--- config.mk ---
export PLATFORM = sky130hd
export DESIGN_NAME = selective_repeat_receiver
export DESIGN_NICKNAME = d
export VERILOG_FILES = /design/src/rtl/srr_pkg.sv /design/src/rtl/selective_repeat_receiver.sv /design/src/rtl/srr_slot_ram.sv /design/src/rtl/srr_window_check.sv
export SDC_FILE = /design/constraint.sdc
export NUM_CORES = 1
export LEC_CHECK = 0
export BUFFER_PORTS_ARGS = -buffer_cell sky130_fd_sc_hd__buf_2
export CELL_PAD_IN_SITES_DETAIL_PLACEMENT = 0
export CELL_PAD_IN_SITES_GLOBAL_PLACEMENT = 1
export CORE_MARGIN = 8
export CORE_UTILIZATION = 45
export CTS_CLUSTER_DIAMETER = 200
export DETAILED_ROUTE_END_ITERATION = 6
export PLACE_DENSITY = 0.79
export RECOVER_POWER = 100
export SETUP_SLACK_MARGIN = 0.5
export SKIP_CTS_REPAIR_TIMING = 1
export SYNTH_ARGS = -nofsm -noshare
export SYNTH_HDL_FRONTEND = slang
export SYNTH_SLANG_ARGS = --single-unit
export TNS_END_PERCENT = 50
--- constraint.sdc ---
create_clock -name i_clk -period 17.1 [get_ports i_clk]
set_clock_uncertainty 0.1 [all_clocks]
set_input_delay 0.855 -clock i_clk [delete_from_list [all_inputs] [get_ports i_clk]]
set_output_delay 0.855 -clock i_clk [all_outputs]
set_load 0.02 [all_outputs]
--- src/rtl/srr_pkg.sv ---
// Shared types and constants of the selective-repeat receiver.
package srr_pkg;

    // Width of the sequence number field as it arrives on the wire.
    localparam int SEQ_NUM_W = 4;
    // Width of the acknowledged sequence number in a result.
    localparam int ACK_NUM_W = 4;
    // Number of distinct values that the wire sequence number can take.
    localparam int SEQ_NUM_VALS = 1 << SEQ_NUM_W;

    // Result kinds.
    localparam logic KIND_ACK  = 1'b0;
    localparam logic KIND_DATA = 1'b1;

    // Classification of one packet against the receive window.
    typedef struct packed {
        logic buffer;   // inside the receive window: store, ACK and deliver
        logic reack;    // inside the previous window: ACK only
    } t_verdict;

endpackage

--- src/rtl/selective_repeat_receiver.sv ---
// Selective-repeat ARQ receiver: window control, slot bookkeeping and result output.
//
// Usage: packets enter on the input channel (i_valid, o_stall) with a sequence
// number, a payload word and a checksum flag computed upstream. Results leave on
// the output channel (o_valid, i_stall); o_kind tells an acknowledgement from a
// payload delivered upward, and o_last marks the final result of one packet.
// A packet with a bad checksum, or one outside both the receive window and the
// previous window, produces no result and leaves the state untouched.
// A packet in the receive window is written to the slot memory, acknowledged,
// and then every buffered payload that is now in order is delivered, one per
// cycle, by reading the slot memory at the window head.
// Timing: a transaction on the input is followed by the evaluation state S_EVAL;
// the acknowledgement is registered into the output from S_ACK, and each delivery
// from S_DELIV out of the registered read data of the slot memory. A dropped
// packet frees the block after S_EVAL, an acknowledged one after S_ACK, and one
// releasing payloads (at most WINDOW_SIZE) after S_DELIV; the single read port
// of the slot memory sets the pace of one delivery per cycle unless the output stalls.
// o_stall is high while a packet is being worked on. A stall on the output
// holds the current result in the output register and pauses the delivery walk.
// Reset clears the window base, the window head and all slot-full bits at once;
// the block accepts a packet in the first cycle after reset.
module selective_repeat_receiver
    import srr_pkg::*;
#(
    parameter int WINDOW_SIZE  = 8,
    parameter int SEQ_SPACE    = 16,
    parameter int PAYLOAD_BITS = 32
) (
    input  logic                    i_clk,
    input  logic                    i_rst_n,
    // Packet input channel.
    input  logic                    i_valid,
    output logic                    o_stall,
    input  logic [SEQ_NUM_W-1:0]    i_seq_num,
    input  logic [PAYLOAD_BITS-1:0] i_payload_word,
    input  logic                    i_checksum_ok,
    // Result output channel.
    output logic                    o_valid,
    input  logic                    i_stall,
    output logic                    o_kind,
    output logic [ACK_NUM_W-1:0]    o_ack_num,
    output logic [PAYLOAD_BITS-1:0] o_delivered_payload,
    output logic                    o_last
);

    localparam int SEQ_W = (SEQ_SPACE > 1) ? $clog2(SEQ_SPACE) : 1;
    localparam int IDX_W = (WINDOW_SIZE > 1) ? $clog2(WINDOW_SIZE) : 1;

    typedef enum logic [1:0] {
        S_IDLE,
        S_EVAL,
        S_ACK,
        S_DELIV
    } t_state;

    // Control registers.
    t_state                  r_state, n_state;
    logic [SEQ_W-1:0]        r_base, n_base;
    logic [IDX_W-1:0]        r_head, n_head;
    logic [WINDOW_SIZE-1:0]  r_full, n_full;
    logic                    r_buffered, n_buffered;
    logic                    r_out_valid, n_out_valid;

    // Payload registers.
    logic [SEQ_NUM_W-1:0]    r_seq_raw;
    logic [PAYLOAD_BITS-1:0] r_pay;
    logic                    r_ok;
    logic                    r_kind, n_kind;
    logic [ACK_NUM_W-1:0]    r_ack_num, n_ack_num;
    logic [PAYLOAD_BITS-1:0] r_out_pay, n_out_pay;
    logic                    r_last, n_last;

    logic                    in_accept;
    logic                    out_free;
    logic [SEQ_W-1:0]        seq;
    logic [SEQ_W-1:0]        ahead;
    t_verdict                verdict;
    logic [IDX_W:0]          slot_sum;
    logic [IDX_W-1:0]        slot;
    logic [IDX_W-1:0]        head_inc;
    logic [SEQ_W-1:0]        base_inc;
    logic                    ram_wr_en;
    logic                    ram_rd_en;
    logic [PAYLOAD_BITS-1:0] ram_rd_data;

    assign in_accept = i_valid && !o_stall;
    // The output register can take a new result when empty or being taken now.
    assign out_free  = !r_out_valid || !i_stall;

    srr_window_check #(
        .WINDOW_SIZE (WINDOW_SIZE),
        .SEQ_SPACE   (SEQ_SPACE),
        .SEQ_W       (SEQ_W)
    ) u_window_check (
        .i_seq_raw (r_seq_raw),
        .i_base    (r_base),
        .o_seq     (seq),
        .o_ahead   (ahead),
        .o_verdict (verdict)
    );

    // Physical slot of a window offset: the head rotates instead of shifting slots.
    assign slot_sum = (IDX_W+1)'(r_head) + (IDX_W+1)'(ahead);
    assign slot     = (slot_sum >= (IDX_W+1)'(WINDOW_SIZE))
                    ? IDX_W'(slot_sum - (IDX_W+1)'(WINDOW_SIZE)) : IDX_W'(slot_sum);

    assign head_inc = (r_head == IDX_W'(WINDOW_SIZE - 1)) ? '0 : r_head + 1'b1;
    assign base_inc = (r_base == SEQ_W'(SEQ_SPACE - 1)) ? '0 : r_base + 1'b1;

    srr_slot_ram #(
        .DEPTH  (WINDOW_SIZE),
        .WIDTH  (PAYLOAD_BITS),
        .ADDR_W (IDX_W)
    ) u_slot_ram (
        .i_clk     (i_clk),
        .i_wr_en   (ram_wr_en),
        .i_wr_addr (slot),
        .i_wr_data (r_pay),
        .i_rd_en   (ram_rd_en),
        .i_rd_addr (r_head),
        .o_rd_data (ram_rd_data)
    );

    always_comb begin
        n_state     = r_state;
        n_base      = r_base;
        n_head      = r_head;
        n_full      = r_full;
        n_buffered  = r_buffered;
        n_out_valid = r_out_valid && i_stall;
        n_kind      = r_kind;
        n_ack_num   = r_ack_num;
        n_out_pay   = r_out_pay;
        n_last      = r_last;
        ram_wr_en   = 1'b0;
        ram_rd_en   = 1'b0;

        unique case (r_state)
            S_IDLE: begin
                if (i_valid) begin
                    n_state = S_EVAL;
                end
            end
            S_EVAL: begin
                if (r_ok && verdict.buffer) begin
                    // Store the payload; an already buffered slot is simply overwritten.
                    ram_wr_en    = 1'b1;
                    n_full[slot] = 1'b1;
                    n_buffered   = 1'b1;
                    n_state      = S_ACK;
                end else if (r_ok && verdict.reack) begin
                    n_buffered = 1'b0;
                    n_state    = S_ACK;
                end else begin
                    n_state = S_IDLE;
                end
            end
            S_ACK: begin
                if (out_free) begin
                    n_out_valid = 1'b1;
                    n_kind      = KIND_ACK;
                    n_ack_num   = ACK_NUM_W'(seq);
                    n_out_pay   = '0;
                    n_last      = !(r_buffered && r_full[r_head]);
                    if (r_buffered && r_full[r_head]) begin
                        // Start the delivery walk at the window head.
                        ram_rd_en      = 1'b1;
                        n_full[r_head] = 1'b0;
                        n_head         = head_inc;
                        n_base         = base_inc;
                        n_state        = S_DELIV;
                    end else begin
                        n_state = S_IDLE;
                    end
                end
            end
            S_DELIV: begin
                if (out_free) begin
                    n_out_valid = 1'b1;
                    n_kind      = KIND_DATA;
                    n_ack_num   = '0;
                    n_out_pay   = ram_rd_data;
                    // Slots are cleared as they are read, so the walk ends within one window.
                    n_last      = !r_full[r_head];
                    if (r_full[r_head]) begin
                        ram_rd_en      = 1'b1;
                        n_full[r_head] = 1'b0;
                        n_head         = head_inc;
                        n_base         = base_inc;
                    end else begin
                        n_state = S_IDLE;
                    end
                end
            end
            default: begin
                n_state = S_IDLE;
            end
        endcase
    end

    always_ff @(posedge i_clk) begin
        if (!i_rst_n) begin
            r_state     <= S_IDLE;
            r_base      <= '0;
            r_head      <= '0;
            r_full      <= '0;
            r_buffered  <= 1'b0;
            r_out_valid <= 1'b0;
            r_kind      <= KIND_ACK;
            r_ack_num   <= '0;
            r_out_pay   <= '0;
            r_last      <= 1'b0;
        end else begin
            r_state     <= n_state;
            r_base      <= n_base;
            r_head      <= n_head;
            r_full      <= n_full;
            r_buffered  <= n_buffered;
            r_out_valid <= n_out_valid;
            r_kind      <= n_kind;
            r_ack_num   <= n_ack_num;
            r_out_pay   <= n_out_pay;
            r_last      <= n_last;
        end
    end

    always_ff @(posedge i_clk) begin
        if (in_accept) begin
            r_seq_raw <= i_seq_num;
            r_pay     <= i_payload_word;
            r_ok      <= i_checksum_ok;
        end
    end

    assign o_stall             = (r_state != S_IDLE);
    assign o_valid             = r_out_valid;
    assign o_kind              = r_kind;
    assign o_ack_num           = r_ack_num;
    assign o_delivered_payload = r_out_pay;
    assign o_last              = r_last;

    // The window base only moves while the delivery walk reads a slot.
    a_base_moves_on_walk: assert property (@(posedge i_clk) disable iff (!i_rst_n)
        (r_state != S_ACK && r_state != S_DELIV) |=> $stable(r_base))
        else $error("window base moved outside the delivery walk");

    // The slot memory is never written and read in the same cycle.
    a_ram_no_overlap: assert property (@(posedge i_clk) disable iff (!i_rst_n)
        !(ram_wr_en && ram_rd_en))
        else $error("slot memory written and read in the same cycle");

    // Every slot read by the walk holds a buffered payload.
    a_read_full_slot: assert property (@(posedge i_clk) disable iff (!i_rst_n)
        ram_rd_en |-> r_full[r_head])
        else $error("delivery read an empty slot");

endmodule

--- src/rtl/srr_slot_ram.sv ---
// Payload slot memory: one write port and one read port with registered read data.
module srr_slot_ram
    import srr_pkg::*;
#(
    parameter int DEPTH  = 8,
    parameter int WIDTH  = 32,
    parameter int ADDR_W = 3
) (
    input  logic              i_clk,
    input  logic              i_wr_en,
    input  logic [ADDR_W-1:0] i_wr_addr,
    input  logic [WIDTH-1:0]  i_wr_data,
    input  logic              i_rd_en,
    input  logic [ADDR_W-1:0] i_rd_addr,
    output logic [WIDTH-1:0]  o_rd_data
);

    logic [WIDTH-1:0] r_mem [DEPTH];
    logic [WIDTH-1:0] r_rd_data;

    always_ff @(posedge i_clk) begin
        if (i_wr_en) begin
            r_mem[i_wr_addr] <= i_wr_data;
        end
    end

    always_ff @(posedge i_clk) begin
        if (i_rd_en) begin
            r_rd_data <= r_mem[i_rd_addr];
        end
    end

    assign o_rd_data = r_rd_data;

endmodule

--- src/rtl/srr_window_check.sv ---
// Sequence number reduction and receive window classification.
module srr_window_check
    import srr_pkg::*;
#(
    parameter int WINDOW_SIZE = 8,
    parameter int SEQ_SPACE   = 16,
    parameter int SEQ_W       = 4
) (
    input  logic [SEQ_NUM_W-1:0] i_seq_raw,
    input  logic [SEQ_W-1:0]     i_base,
    output logic [SEQ_W-1:0]     o_seq,
    output logic [SEQ_W-1:0]     o_ahead,
    output t_verdict             o_verdict
);

    // Reduction of the wire sequence number into the sequence space.
    logic [SEQ_W-1:0] red_tbl [SEQ_NUM_VALS];

    for (genvar v = 0; v < SEQ_NUM_VALS; v++) begin : g_red
        localparam int RED = v % SEQ_SPACE;
        assign red_tbl[v] = SEQ_W'(RED);
    end

    logic [SEQ_W:0] ahead_raw;
    logic [SEQ_W:0] behind_raw;
    logic [SEQ_W-1:0] behind;

    assign o_seq = red_tbl[i_seq_raw];

    // Both distances lie in [1, 2*SEQ_SPACE), so one conditional subtract wraps them.
    assign ahead_raw  = (SEQ_W+1)'(o_seq) + (SEQ_W+1)'(SEQ_SPACE) - (SEQ_W+1)'(i_base);
    assign behind_raw = (SEQ_W+1)'(i_base) + (SEQ_W+1)'(SEQ_SPACE) - (SEQ_W+1)'(o_seq);

    assign o_ahead = (ahead_raw >= (SEQ_W+1)'(SEQ_SPACE))
                   ? SEQ_W'(ahead_raw - (SEQ_W+1)'(SEQ_SPACE)) : SEQ_W'(ahead_raw);
    assign behind  = (behind_raw >= (SEQ_W+1)'(SEQ_SPACE))
                   ? SEQ_W'(behind_raw - (SEQ_W+1)'(SEQ_SPACE)) : SEQ_W'(behind_raw);

    // The receive window test takes priority over the previous window test.
    assign o_verdict.buffer = (32'(o_ahead) < 32'(WINDOW_SIZE));
    assign o_verdict.reack  = !o_verdict.buffer && (behind != '0)
                            && (32'(behind) <= 32'(WINDOW_SIZE));

endmodule

==> impl_summary.txt, run 1 <==
----------------------------------------------------
[Setup path]
  Setup Crit Path Kind ... flip-flop to flip-flop
  Critical-path maximum fanout ... 33
  Critical Path End Type ... flip-flop
  Data required time at the worst endpoint ... approximately 17 ns
  Data arrival at the endpoint of the critical path ... ~6 ns
  Startpoint type of the worst setup path ... flip-flop

[Logic synthesis]
  Portion of the post-synthesis area used by sequential elements ... between 70 and 80%
  Simple-gate portion of the synthesized area ... under 10%
  Fraction of registers with async set/reset ... 0%
  Post-synth net total ... around 960
  Ys flop type ... sky130_fd_sc_hd__edfxtp_1
  Number of synthesized register bits ... approximately 380
  Gate count of the mapped netlist ... around 900
  Fraction of the mapped netlist area in compound gates ... under 10%
  Mapped cell area ... 0.0143 sq mm
  Area share of the largest cell type after synthesis ... between 60% and 70%
  Main combinational cell family by area after synthesis ... compound AO/OA/AOI/OAI gates
  Largest cells by area after synthesis ... sky130_fd_sc_hd__edfxtp_1 (68%), sky130_fd_sc_hd__dfxtp_1 (8.0%), sky130_fd_sc_hd__mux2_2 (2.9%)
  Most area-hungry cell type in the Yosys netlist ... sky130_fd_sc_hd__edfxtp_1
  Post-synthesis area per instance ... 15.8 sq um
  Count of different cell masters after synthesis ... 54
  Number of warnings reported in the yosys synthesis log ... 0
  Multiplexer share of the synthesized area ... slightly below 5%
  Number of enable flip-flop cells after synthesis ... approximately 330
  Xor-xnor portion of the synthesized cell area ... less than 1%
  Fraction of the mapped netlist area in adder cells ... under 10%

[Global route]
  First-pass GRT wire length ... approximately 47,000 microns
  Number of antenna violations at the first check in global routing ... 4
  Pin count of the biggest net entering global routing ... 51
  Aggregate global-route resource usage ... 15.9%
  Vias in the first global route ... ~7,900
  GRT overflow ... 0

[Placed design]
  GP Congestion ... 0.752
  Number of buffers added on ports ... 80
  Dpl hpwl ... 18,200 microns
  Placed standard-cell area ... about 0.015 sq mm

[STA]
  Maximum clock rate ... between 0.15 and 0.2 GHz
  Final setup viols ... 0
  Unrepaired setup endpoints after global routing ... false
  Final Critical Period ... 6.15 ns
  Slew at the pin with the worst max-slew slack ... between 3 and 4 ns
  Final slew viol count ... about 560
  Worst-case headroom to the max-slew limit ... -143%
  Final hold violation count ... 0
  Share of the clock period used by the worst path ... about 36%
  Total Neg Setup Slack ... 0 ns

[Floorplan]
  Core area ... between 0.03 and 0.04 sq mm
  Count of boundary I/O pins ... around 80
  Chip width ... 194 microns
  Initial cell density of the core ... between 40 and 50%
  Die area ... 0.0376 sq mm
  Rows ... 65
  Die span in y ... between 150 and 200 microns

[Layout]
  Number of nets in the finished design ... ~1,000
  Antenna fix cells ... 0
  Proportion of layout cells with a drive suffix above 1 ... approximately 15%
  Layout-stage area growth over the synthesis result ... 14.0%
  Share of the core filled with cells ... slightly above 50%
  Final Cell Area ... approximately 0.016 sq mm

[Detailed routing]
  Number of iterations in the first detailed-routing pass ... 6
  Post-detailed-route count of antenna-violating nets ... 0
  Final routed DRC violation total ... 0
  Routed length per instance ... roughly 22 microns
  Detailed-route vias per instance ... approximately 5.6
  Drt initial violations ... ~660
  Detailed-route wire length ... 30,800 microns
  Vias after detailed routing ... around 8,000

[Pwr]
  Leak ... 0.00518 uW
  Total power after layout ... 1880 uW
  Peak supply drop ... approximately 0.065 mV
  Power Dens Cells ... roughly 120 mW/mm^2

[Clocking]
  Inserted Clock Buffers ... 39
  Clock Tree Buf Depth ... 3
  Clock tree from TritonCTS ... built
  Later-pin clock latency in the skew report ... 0.53 ns
  TritonCTS Sinks ... ~380
  Root buffer cell ... sky130_fd_sc_hd__clkbuf_16
  CTS H-tree depth ... 2
  Clock transition at the registers of the reported paths ... 0.06 ns

[Status]
  Result of the run ... complete, but fails checks
  Failing checks ... max-capacitance violations, max-slew violations

[Run]
  Maximum Capacitance Violations ... 15

[Min path]
  Type of the worst min-delay path ... flip-flop to flip-flop

----------------------------------------------------
==> worst max-delay path, cell delays in order, from the launching register on <==
cell and delay [ns]:
sky130_fd_sc_hd__dfxtp_1 0.30, sky130_fd_sc_hd__clkbuf_1 1.27, sky130_fd_sc_hd__xnor2_1 0.23, sky130_fd_sc_hd__xnor2_1 0.59, sky130_fd_sc_hd__o21ai_0 0.41, sky130_fd_sc_hd__nor2_1 2.74
==> through the flow <==
stage | hold slack, ns | std cells | setup slack, ns
global route | 0.360 | 1422 | 10.36
detailed placement | 0.343 | 1352 | 12.54
finish | 0.352 | 1422 | 10.95
global placement | 0.336 | 1352 | 12.74
floorplan | 0.340 | 904 | 11.48
CTS | 0.351 | 1422 | 12.53
==> synth_stat cells, drive strengths merged (3+ instances only) <==
cell and count:
clkbuf 42, nor3 13, a22o 6, xnor2 4, o211a 4, a211o 3, o221ai 5, and2 3
nand3b 3, a21oi 63, dfxtp 57, a221oi 44, nand2 67, nor2b 3, mux2i 23, nand3 40
o21ai 29, nor2 34, a21boi 3, fa 3, mux2 37, a221o 4, inv 13, o21a 3
or2 3, o22ai 3, ha 10, edfxtp 325, a22oi 21, a222oi 3, xor2 3, buf 10
==> layout by cell type (no fill, tap or decap), types with 5 or more instances in the layout <==
cell                        count
sky130_fd_sc_hd__a21oi_1       63
sky130_fd_sc_hd__a221oi_1      44
sky130_fd_sc_hd__a22o_1         6
sky130_fd_sc_hd__a22oi_1       21
sky130_fd_sc_hd__buf_2         38
sky130_fd_sc_hd__buf_4          5
sky130_fd_sc_hd__clkbuf_1      63
sky130_fd_sc_hd__clkbuf_16     40
sky130_fd_sc_hd__clkinv_1       9
sky130_fd_sc_hd__clkinv_2       8
sky130_fd_sc_hd__dfxtp_1       56
sky130_fd_sc_hd__edfxtp_1     325
sky130_fd_sc_hd__ha_1          10
sky130_fd_sc_hd__inv_1         12
sky130_fd_sc_hd__mux2_2        37
sky130_fd_sc_hd__mux2i_1       23
sky130_fd_sc_hd__nand2_1       67
sky130_fd_sc_hd__nand3_1       40
sky130_fd_sc_hd__nor2_1        33
sky130_fd_sc_hd__nor3_1         7
sky130_fd_sc_hd__nor3_2         6
sky130_fd_sc_hd__o21ai_0       29
sky130_fd_sc_hd__o221ai_1       5
==> kinds of logic after synthesis <==
kind of cell	Yosys count
XOR/XNOR	7
AND/OR/NAND/NOR	176
adder cells (fa/ha/maj)	13
flip-flops	382
multiplexers	62
buffers and inverters	65
AO/OA/AOI/OAI	199
==> metal layers <==
metal	global-route usage (%)	routed length (microns)
met3	3.80	2300
met1	23.4	14700
met5	0	10
met2	23.3	13200
met4	4.44	563
==> power by group <==
part           internal (uW)  switching (uW)
sequential              1020            12.8
combinational           9.08            20.6
clock                    474             337
==> registers in the layout, indices dropped and copies added (netlist names), 2 cells and up <==
register	cells
r_seq_raw	4
r_base	4
r_full	8
r_state	2
o_delivered_payload	32
r_head	3
u_slot_ram.r_mem	256
r_pay	32
u_slot_ram.o_rd_data	32
o_ack_num	4
==> worst paths after layout <==
kind                                                      startpoint                                    to  slack (ns)  depth (start not counted)
worst max-delay path                          r_head[2]$_SDFFE_PN0P_      u_slot_ram.r_mem[6][4]$_DFFE_PP_       10.95                          5
worst min-delay path            o_delivered_payload[18]$_SDFFE_PN0P_  o_delivered_payload[18]$_SDFFE_PN0P_        0.35                          2
worst max register to register                r_head[2]$_SDFFE_PN0P_      u_slot_ram.r_mem[6][4]$_DFFE_PP_       10.95                          5
worst min register to register  o_delivered_payload[18]$_SDFFE_PN0P_  o_delivered_payload[18]$_SDFFE_PN0P_        0.35                          2
==> final cells by class <==
type	instances	area, sq um
Fill cell	2614	15100
Sequential cell	382	10900
Multi-Input combinational cell	457	3150
Clock buffer	48	1030
Tap cell	402	503
Timing Repair Buffer	98	434
Clock inverter	22	189
Inverter	13	48.8
(Power assumes the default switching activity.)
==> run 2, diff against run 1 <==
Settings changed: ABC_AREA from default to 1, PLACE_DENSITY 0.79 to 0.83.
Clock period 17.1 ns to 5 ns, I/O delays scaled along.
==> run 2 against run 1 <==
The run ends with negative hold slack, max-capacitance violations, max-slew violations left. Design area grew 2.2%. Via count grew 8.2%. Worst setup slack lost 10 ns. Core utilization rose by 1.3 points. Critical endpoint is now u_slot_ram.r_mem[4][13]$_DFFE_PP_. Largest cell class unchanged.
==> impl_summary.txt, run 2 <==
----------------------------------------------------
[Status]
  Result of the run ... complete, but fails checks
  Failing checks ... negative hold slack, max-capacitance violations, max-slew violations

[STA]
  Final setup viols ... 0 (unchanged)
  Unrepaired setup endpoints after global routing ... false
  Final slew viol count ... 81 (-85%)
  Final hold violation count ... 2 (+2)
  Total Neg Setup Slack ... 0 ns (unchanged)
  Minimum hold slack ... -0.0284 ns (-0.380 ns)
  Share of the clock period used by the worst path ... 80.9% (+45 points)
  Maximum clock rate ... 0.247 GHz (+52%)
  Slew at the pin with the worst max-slew slack ... 2.06 ns (-1.57 ns)
  Final Critical Period ... 4.04 ns (-2.10 ns)
  Worst-case headroom to the max-slew limit ... -37.7% (+100 points)

[Pwr]
  Power Dens Cells ... 406 mW/mm^2 (+250%)
  Leak ... 0.00582 uW (+12%)
  Peak supply drop ... 0.303 mV (+370%)

[Clocking]
  Later-pin clock latency in the skew report ... 0.53 ns (about the same)
  Inserted Clock Buffers ... 38 (-2.6%)
  Root buffer cell ... sky130_fd_sc_hd__clkbuf_16
  Clock transition at the registers of the reported paths ... 0.07 ns (about the same)
  CTS H-tree depth ... 2 (unchanged)
  Clock tree from TritonCTS ... built
  TritonCTS Sinks ... 382 (unchanged)
  Clock Tree Buf Depth ... 3 (unchanged)

[Floorplan]
  Die span in y ... 194 microns (-0.21%)
  Count of boundary I/O pins ... 81 (unchanged)
  Rows ... 65 (unchanged)
  Chip width ... 194 microns (-0.21%)
  Core area ... 0.0313 sq mm (-0.26%)
  Initial cell density of the core ... 45.3% (-0.094 points)
  Die area ... 0.0375 sq mm (-0.43%)

[Layout]
  Commonest non-fill, non-tap cell in the layout ... sky130_fd_sc_hd__edfxtp_1
  Layout-stage area growth over the synthesis result ... 17.0%
  Number of nets in the finished design ... 1,243 (+19%)
  Fill cell instance count of the final layout ... 2,570 (-1.7%)
  Register area ... 0.0109 sq mm (about the same)
  Register with the most flip-flops ... u_slot_ram.r_mem
  Flip-flop count of the largest register after layout ... 256 (unchanged)
  Share of the core filled with cells ... 53.1% (+1.3 points)
  Proportion of layout cells with a drive suffix above 1 ... 9.53% (-5.2 points)
  Final cell count without fillers ... 1,619 (+14%)
  Area used by multi-input combinational logic ... 0.00292 sq mm (-7.2%)
  Antenna fix cells ... 0 (unchanged)
  Commonest cells after routing, fill and taps aside ... sky130_fd_sc_hd__edfxtp_1 (325), sky130_fd_sc_hd__nand2_1 (304), sky130_fd_sc_hd__a21oi_1 (61), sky130_fd_sc_hd__clkbuf_1 (61), sky130_fd_sc_hd__dfxtp_1 (57)
  Final Cell Area ... 0.0166 sq mm (+2.2%)

[Global route]
  First-pass GRT wire length ... 48,900 microns (+3.1%)
  Number of antenna violations at the first check in global routing ... 0 (-4)
  Pin count of the biggest net entering global routing ... 38 (-25%)
  Vias in the first global route ... 8,669 (+9.5%)
  GRT overflow ... 0 (unchanged)
  Aggregate global-route resource usage ... 16.3% (+0.40 points)

[Logic synthesis]
  Count of different cell masters after synthesis ... 36 (-33%)
  Number of synthesized register bits ... 382 (unchanged)
  Number of enable flip-flop cells after synthesis ... 325 (unchanged)
  Post-synthesis area per instance ... 13.4 sq um (-15%)
  Number of warnings reported in the yosys synthesis log ... 0 (unchanged)
  Most area-hungry cell type in the Yosys netlist ... sky130_fd_sc_hd__edfxtp_1
  Post-synth net total ... 1,110 (+16%)
  Gate count of the mapped netlist ... 1,056 (+17%)
  Area share of the largest cell type after synthesis ... 68.7% (+0.32 points)
  Mapped cell area ... 0.0142 sq mm (-0.46%)
  Largest cells by area after synthesis ... sky130_fd_sc_hd__edfxtp_1 (69%), sky130_fd_sc_hd__dfxtp_1 (8.0%), sky130_fd_sc_hd__nand2_1 (7.9%)
  Ys flop type ... sky130_fd_sc_hd__edfxtp_1
  Most common cell in the synthesized netlist ... sky130_fd_sc_hd__edfxtp_1
  Portion of the post-synthesis area used by sequential elements ... 76.8% (+0.36 points)
  Fraction of registers with async set/reset ... 0% (unchanged)
  Top cells by count, synth ... sky130_fd_sc_hd__edfxtp_1 (325), sky130_fd_sc_hd__nand2_1 (300), sky130_fd_sc_hd__a21oi_1 (60), sky130_fd_sc_hd__dfxtp_1 (57), sky130_fd_sc_hd__inv_1 (53)

[Setup path]
  Data required time at the worst endpoint ... 5.02 ns (-12.02 ns)
  Data arrival at the endpoint of the critical path ... 4.06 ns (-2.03 ns)
  Crit path buffers/inverters ... 3 (+2)
  Most numerous cell on the critical path ... sky130_fd_sc_hd__nand2_1
  Worst path slowest cell ... sky130_fd_sc_hd__nor2_2
  Worst reg2reg path startpoint ... r_seq_raw[0]$_DFFE_PP_
  Crit-path max cell delay ... 1.33 ns (-1.41 ns)
  Critical Path End Type ... flip-flop
  Critical path, cell by cell ... inv_1, ha_1, inv_1, fa_1, fa_1, inv_1, nand2_1, nand2_1, nand2_1, nand2_1, nand3_1, nor2_2
  Startpoint type of the worst setup path ... flip-flop
  Critical-path maximum fanout ... 32 (-3.0%)
  Cell type group with the largest total delay on the critical path ... simple AND/OR/NAND/NOR gates
  Cell count of the worst reg-to-reg path ... 12 (+7)
  CP startpoint ... r_seq_raw[0]$_DFFE_PP_
  Stages on worst setup path ... 12 (+7)
  Setup Crit Path Kind ... flip-flop to flip-flop

[Placed design]
  Cell count after placement ... 1,513 (+12%)
  GP Congestion ... 0.836 (+11%)
  Number of buffers added on ports ... 80 (unchanged)
  Dpl hpwl ... 18,700 microns (+2.7%)
  Placed standard-cell area ... 0.0151 sq mm (-0.31%)

[Detailed routing]
  Detailed-route vias per instance ... 5.35 (-4.9%)
  Routed length per instance ... 19.4 microns (-10%)
  Post-detailed-route count of antenna-violating nets ... 0 (unchanged)
  Drt initial violations ... 662 (-0.30%)
  Final routed DRC violation total ... 0 (unchanged)
  Number of iterations in the first detailed-routing pass ... 5 (-1)
  Vias after detailed routing ... 8,655 (+8.2%)
  Detailed-route wire length ... 31,500 microns (+2.2%)

[Min path]
  Startpoint of the tightest hold check path ... i_valid
  Type of the worst min-delay path ... primary input to flip-flop
  Number of instances on the worst hold path ... 5 (+3)

[Run]
  Maximum Capacitance Violations ... 3 (-12)

----------------------------------------------------
-- run 2: cell count changes after synthesis, sizes merged, moves of 7 or more --
cell	before	now
nand2	67	304
inv	13	61
mux2	37	0
nand4	0	30
mux2i	23	0
a221oi	44	22
clkbuf	42	26
o21ai	29	13
a22oi	21	34
nand3	40	28
nor3	13	3
nor2	34	42
a22o	6	13
-- run 2: layout make-up --
class	instances	area share, %
tap	402	3.03
timing repair buffer	132	4.82
clock buffer	51	6.33
clock inverter	17	1.23
inverter	62	1.41
sequential	382	65.6
multi-input combinational	573	17.6
-- run 2: worst paths after layout --
| path | end | slack [ns] |
|---|---|---|
| worst max-delay path | u_slot_ram.r_mem[4][13]$_DFFE_PP_ | 0.96 |
| worst min-delay path | r_state[1]$_SDFFE_PN0P_ | -0.03 |
| worst max register to register | u_slot_ram.r_mem[4][13]$_DFFE_PP_ | 0.96 |
| worst min register to register | o_delivered_payload[28]$_SDFFE_PN0P_ | 0.36 |
-- run 2: per-stage QoR --
step	hold slack, ns	power, uW	setup slack, ns
6_report	-0.0284	6750	0.955
5_1_grt	0.0151	6960	0.614
3_3_place_gp	0.327	3940	1.49
2_1_floorplan	0.249	3820	1.15
4_1_cts	-0.222	6780	1.37
3_5_place_dp	0.328	3950	1.38
-- run 2: kinds of logic after synthesis --
group                      synth area share, %
xor gates and xnor gates                0.0617
DFF                                       76.8
adders and majority gates                 1.30
AOI/OAI and AO/OA                         6.86
and+or+nand+nor                           12.1
buffers and inverters                     2.90
-- run 2: worst register-to-register path, cell delays in order, from the launching register on --
cell and delay, ns:
sky130_fd_sc_hd__edfxtp_1 0.42, sky130_fd_sc_hd__inv_1 0.08, sky130_fd_sc_hd__ha_1 0.13, sky130_fd_sc_hd__inv_1 0.06, sky130_fd_sc_hd__fa_1 0.48, sky130_fd_sc_hd__fa_1 0.42, sky130_fd_sc_hd__inv_1 0.06, sky130_fd_sc_hd__nand2_1 0.04
sky130_fd_sc_hd__nand2_1 0.08, sky130_fd_sc_hd__nand2_1 0.12, sky130_fd_sc_hd__nand2_1 0.16, sky130_fd_sc_hd__nand3_1 0.12, sky130_fd_sc_hd__nor2_2 1.33
-- run 2: power breakdown --
group          internal (uW)  switching, uW  total, uW
registers               3560           79.0       3640
clock network           1690           1160       2860
logic                   78.2            173        251
-- run 2: routing by layer --
layer	GRT usage [%]	wire, microns
met4	4.50	562
met5	0	0
met3	2.97	1930
met1	22.3	14000
met2	26.6	14900
==> run 3, diff against run 2 <==
Settings changed: PLACE_DENSITY 0.83 to 0.8.
Clock period 5 ns to 4 ns, I/O delays scaled along.
==> run 3 against run 2 <==
The run ends with max-capacitance violations, max-slew violations left. Clock-buffer cell count increased by 4. Worst setup slack got worse by 0.44 ns. Register-to-register slack worse by 0.44 ns. Clock power rose by 14%. Sequential power increased by 25%. Sequential cell count is the same. Largest power group unchanged. Fmax grew 16%. Hold slack gained 0.30 ns. Highest routed layer unchanged.
==> impl_summary.txt, run 3 (synthesis gave the netlist of run 2 again) <==
----------------------------------------------------
[Status]
  Result of the run ... complete, but fails checks
  Failing checks ... max-capacitance violations, max-slew violations

[Clocking]
  CTS H-tree depth ... 2 (unchanged)
  Root buffer cell ... sky130_fd_sc_hd__clkbuf_16
  Clock transition at the registers of the reported paths ... 0.06 ns (about the same)
  Inserted Clock Buffers ... 38 (unchanged)
  Clock tree from TritonCTS ... built
  Clock Tree Buf Depth ... 3 (unchanged)
  TritonCTS Sinks ... 382 (unchanged)
  Later-pin clock latency in the skew report ... 0.54 ns (about the same)

[Detailed routing]
  Vias after detailed routing ... 8,578 (-0.89%)
  Drt initial violations ... 677 (+2.3%)
  Post-detailed-route count of antenna-violating nets ... 0 (unchanged)
  Routed length per instance ... 19.2 microns (-1.2%)
  Detailed-route wire length ... 31,400 microns (-0.34%)
  Detailed-route vias per instance ... 5.25 (-1.7%)
  Final routed DRC violation total ... 0 (unchanged)
  Number of iterations in the first detailed-routing pass ... 5 (unchanged)

[Setup path]
  Startpoint type of the worst setup path ... flip-flop
  Critical-path maximum fanout ... 20 (-38%)
  Data required time at the worst endpoint ... 4.13 ns (-0.89 ns)
  Data arrival at the endpoint of the critical path ... 3.62 ns (-0.44 ns)
  Critical Path End Type ... flip-flop
  Setup Crit Path Kind ... flip-flop to flip-flop

[Floorplan]
  Die span in y ... 194 microns (unchanged)
  Count of boundary I/O pins ... 81 (unchanged)
  Die area ... 0.0375 sq mm (unchanged)
  Rows ... 65 (unchanged)
  Chip width ... 194 microns (unchanged)
  Core area ... 0.0313 sq mm (unchanged)
  Initial cell density of the core ... 45.3% (unchanged)

[Placed design]
  GP Congestion ... 0.796 (-4.7%)
  Number of buffers added on ports ... 80 (unchanged)
  Cell count after placement ... 1,519 (+0.40%)
  Placed standard-cell area ... 0.0152 sq mm (+0.55%)
  Worst setup timing slack at the placement stage ... 0.711 ns (-0.665 ns)
  Dpl hpwl ... 18,500 microns (-0.98%)

[Pwr]
  Power Dens Cells ... 488 mW/mm^2 (+20%)
  Leak ... 0.00584 uW (+0.32%)
  Peak supply drop ... 0.447 mV (+47%)
  Total power after layout ... 8120 uW (+20%)

[Layout]
  Proportion of layout cells with a drive suffix above 1 ... 9.84% (+0.31 points)
  Register with the most flip-flops ... u_slot_ram.r_mem
  Final Cell Area ... 0.0167 sq mm (+0.26%)
  Final cell count without fillers ... 1,633 (+0.86%)
  Commonest non-fill, non-tap cell in the layout ... sky130_fd_sc_hd__edfxtp_1
  Flip-flop count of the largest register after layout ... 256 (unchanged)
  Layout-stage area growth over the synthesis result ... 17.3%
  Number of nets in the finished design ... 1,255 (+0.97%)
  Commonest cells after routing, fill and taps aside ... sky130_fd_sc_hd__edfxtp_1 (325), sky130_fd_sc_hd__nand2_1 (304), sky130_fd_sc_hd__clkbuf_1 (65)

[STA]
  Worst-case headroom to the max-slew limit ... -6.44% (+31 points)
  Maximum clock rate ... 0.287 GHz (+16%)
  Slew at the pin with the worst max-slew slack ... 1.60 ns (-0.462 ns)
  Final slew viol count ... 54 (-33%)
  Share of the clock period used by the worst path ... 87.1% (+6.2 points)
  Final worst setup slack ... 0.516 ns (-0.440 ns)
  Total Neg Setup Slack ... 0 ns (unchanged)
  Unrepaired setup endpoints after global routing ... true
  Final Critical Period ... 3.48 ns (-0.560 ns)
  Final hold violation count ... 0 (-2)
  Final setup viols ... 0 (unchanged)

[Global route]
  GRT overflow ... 0 (unchanged)
  Pin count of the biggest net entering global routing ... 38 (unchanged)
  Number of antenna violations at the first check in global routing ... 1 (+1)
  Aggregate global-route resource usage ... 16.4% (+0.026 points)
  First-pass GRT wire length ... 48,300 microns (-1.3%)
  Vias in the first global route ... 8,308 (-4.2%)

[Min path]
  Type of the worst min-delay path ... primary input to flip-flop

[Run]
  Maximum Capacitance Violations ... 2 (-1)

----------------------------------------------------
-- run 3: changes by cell type in the layout (fill, tap and decap cells not counted), sizes merged --
cell,previous run,this run
inv,61,63
clkbuf,104,110
dlygate4sd3,38,40
bufinv,4,0
diode,0,1
buf,41,49
clkinvlp,2,1
-- run 3: per-layer routing --
metal,track usage [%],wire [microns],vias up
met2,26.7,14900,289
met1,22.3,13700,4168
li1,-,-,4084
met4,4.16,459,0
met5,0,0,-
met3,3.25,2390,37
-- run 3: layout make-up --
type	instances	area [sq um]
tap	402	503
clock inverter	14	111
sequential	382	10900
timing repair buffer	144	945
clock buffer	55	1020
antenna	1	2.50
multi-input combinational	573	2940
inverter	62	238
fill	2523	14700
-- run 3: final timing paths --
| kind | startpoint | endpoint | slack [ns] | depth (start not counted) |
|---|---|---|---|---|
| hold reg to reg | o_delivered_payload[1]$_SDFFE_PN0P_ | o_delivered_payload[1]$_SDFFE_PN0P_ | 0.36 | 2 |
| hold / removal | i_payload_word[12] | r_pay[12]$_DFFE_PP_ | 0.27 | 2 |
| setup reg to reg | r_seq_raw[0]$_DFFE_PP_ | u_slot_ram.r_mem[1][22]$_DFFE_PP_ | 0.52 | 13 |
| setup / recovery | r_seq_raw[0]$_DFFE_PP_ | u_slot_ram.r_mem[1][22]$_DFFE_PP_ | 0.52 | 13 |
-- run 3: power breakdown --
part,total [uW],internal (uW),leakage (uW),switching [uW]
Combinational,321,103,0.00189,218
Sequential,4550,4450,0.00340,97.9
Clock,3250,1810,0.000543,1450
Total,8120,6360,0.00584,1760
-- run 3: metrics by stage --
step	util (%)	hold WS, ns
after floorplan	-	0.199
after global placement	48.5	0.277
after detailed placement	48.5	0.278
after CTS	52.2	-0.286
after global routing	53.2	0.263
final	53.2	0.272
-- run 3: critical path: stages (launching register included) --
cell and delay (ns):
sky130_fd_sc_hd__edfxtp_1 0.41, sky130_fd_sc_hd__inv_1 0.08, sky130_fd_sc_hd__ha_1 0.13, sky130_fd_sc_hd__inv_1 0.07, sky130_fd_sc_hd__fa_1 0.46, sky130_fd_sc_hd__fa_1 0.41
sky130_fd_sc_hd__inv_1 0.06, sky130_fd_sc_hd__nand2_1 0.04, sky130_fd_sc_hd__nand2_1 0.08, sky130_fd_sc_hd__inv_1 0.04, sky130_fd_sc_hd__nand2_1 0.13, sky130_fd_sc_hd__nand4_1 0.17
sky130_fd_sc_hd__nor2_2 0.73, sky130_fd_sc_hd__buf_12 0.27
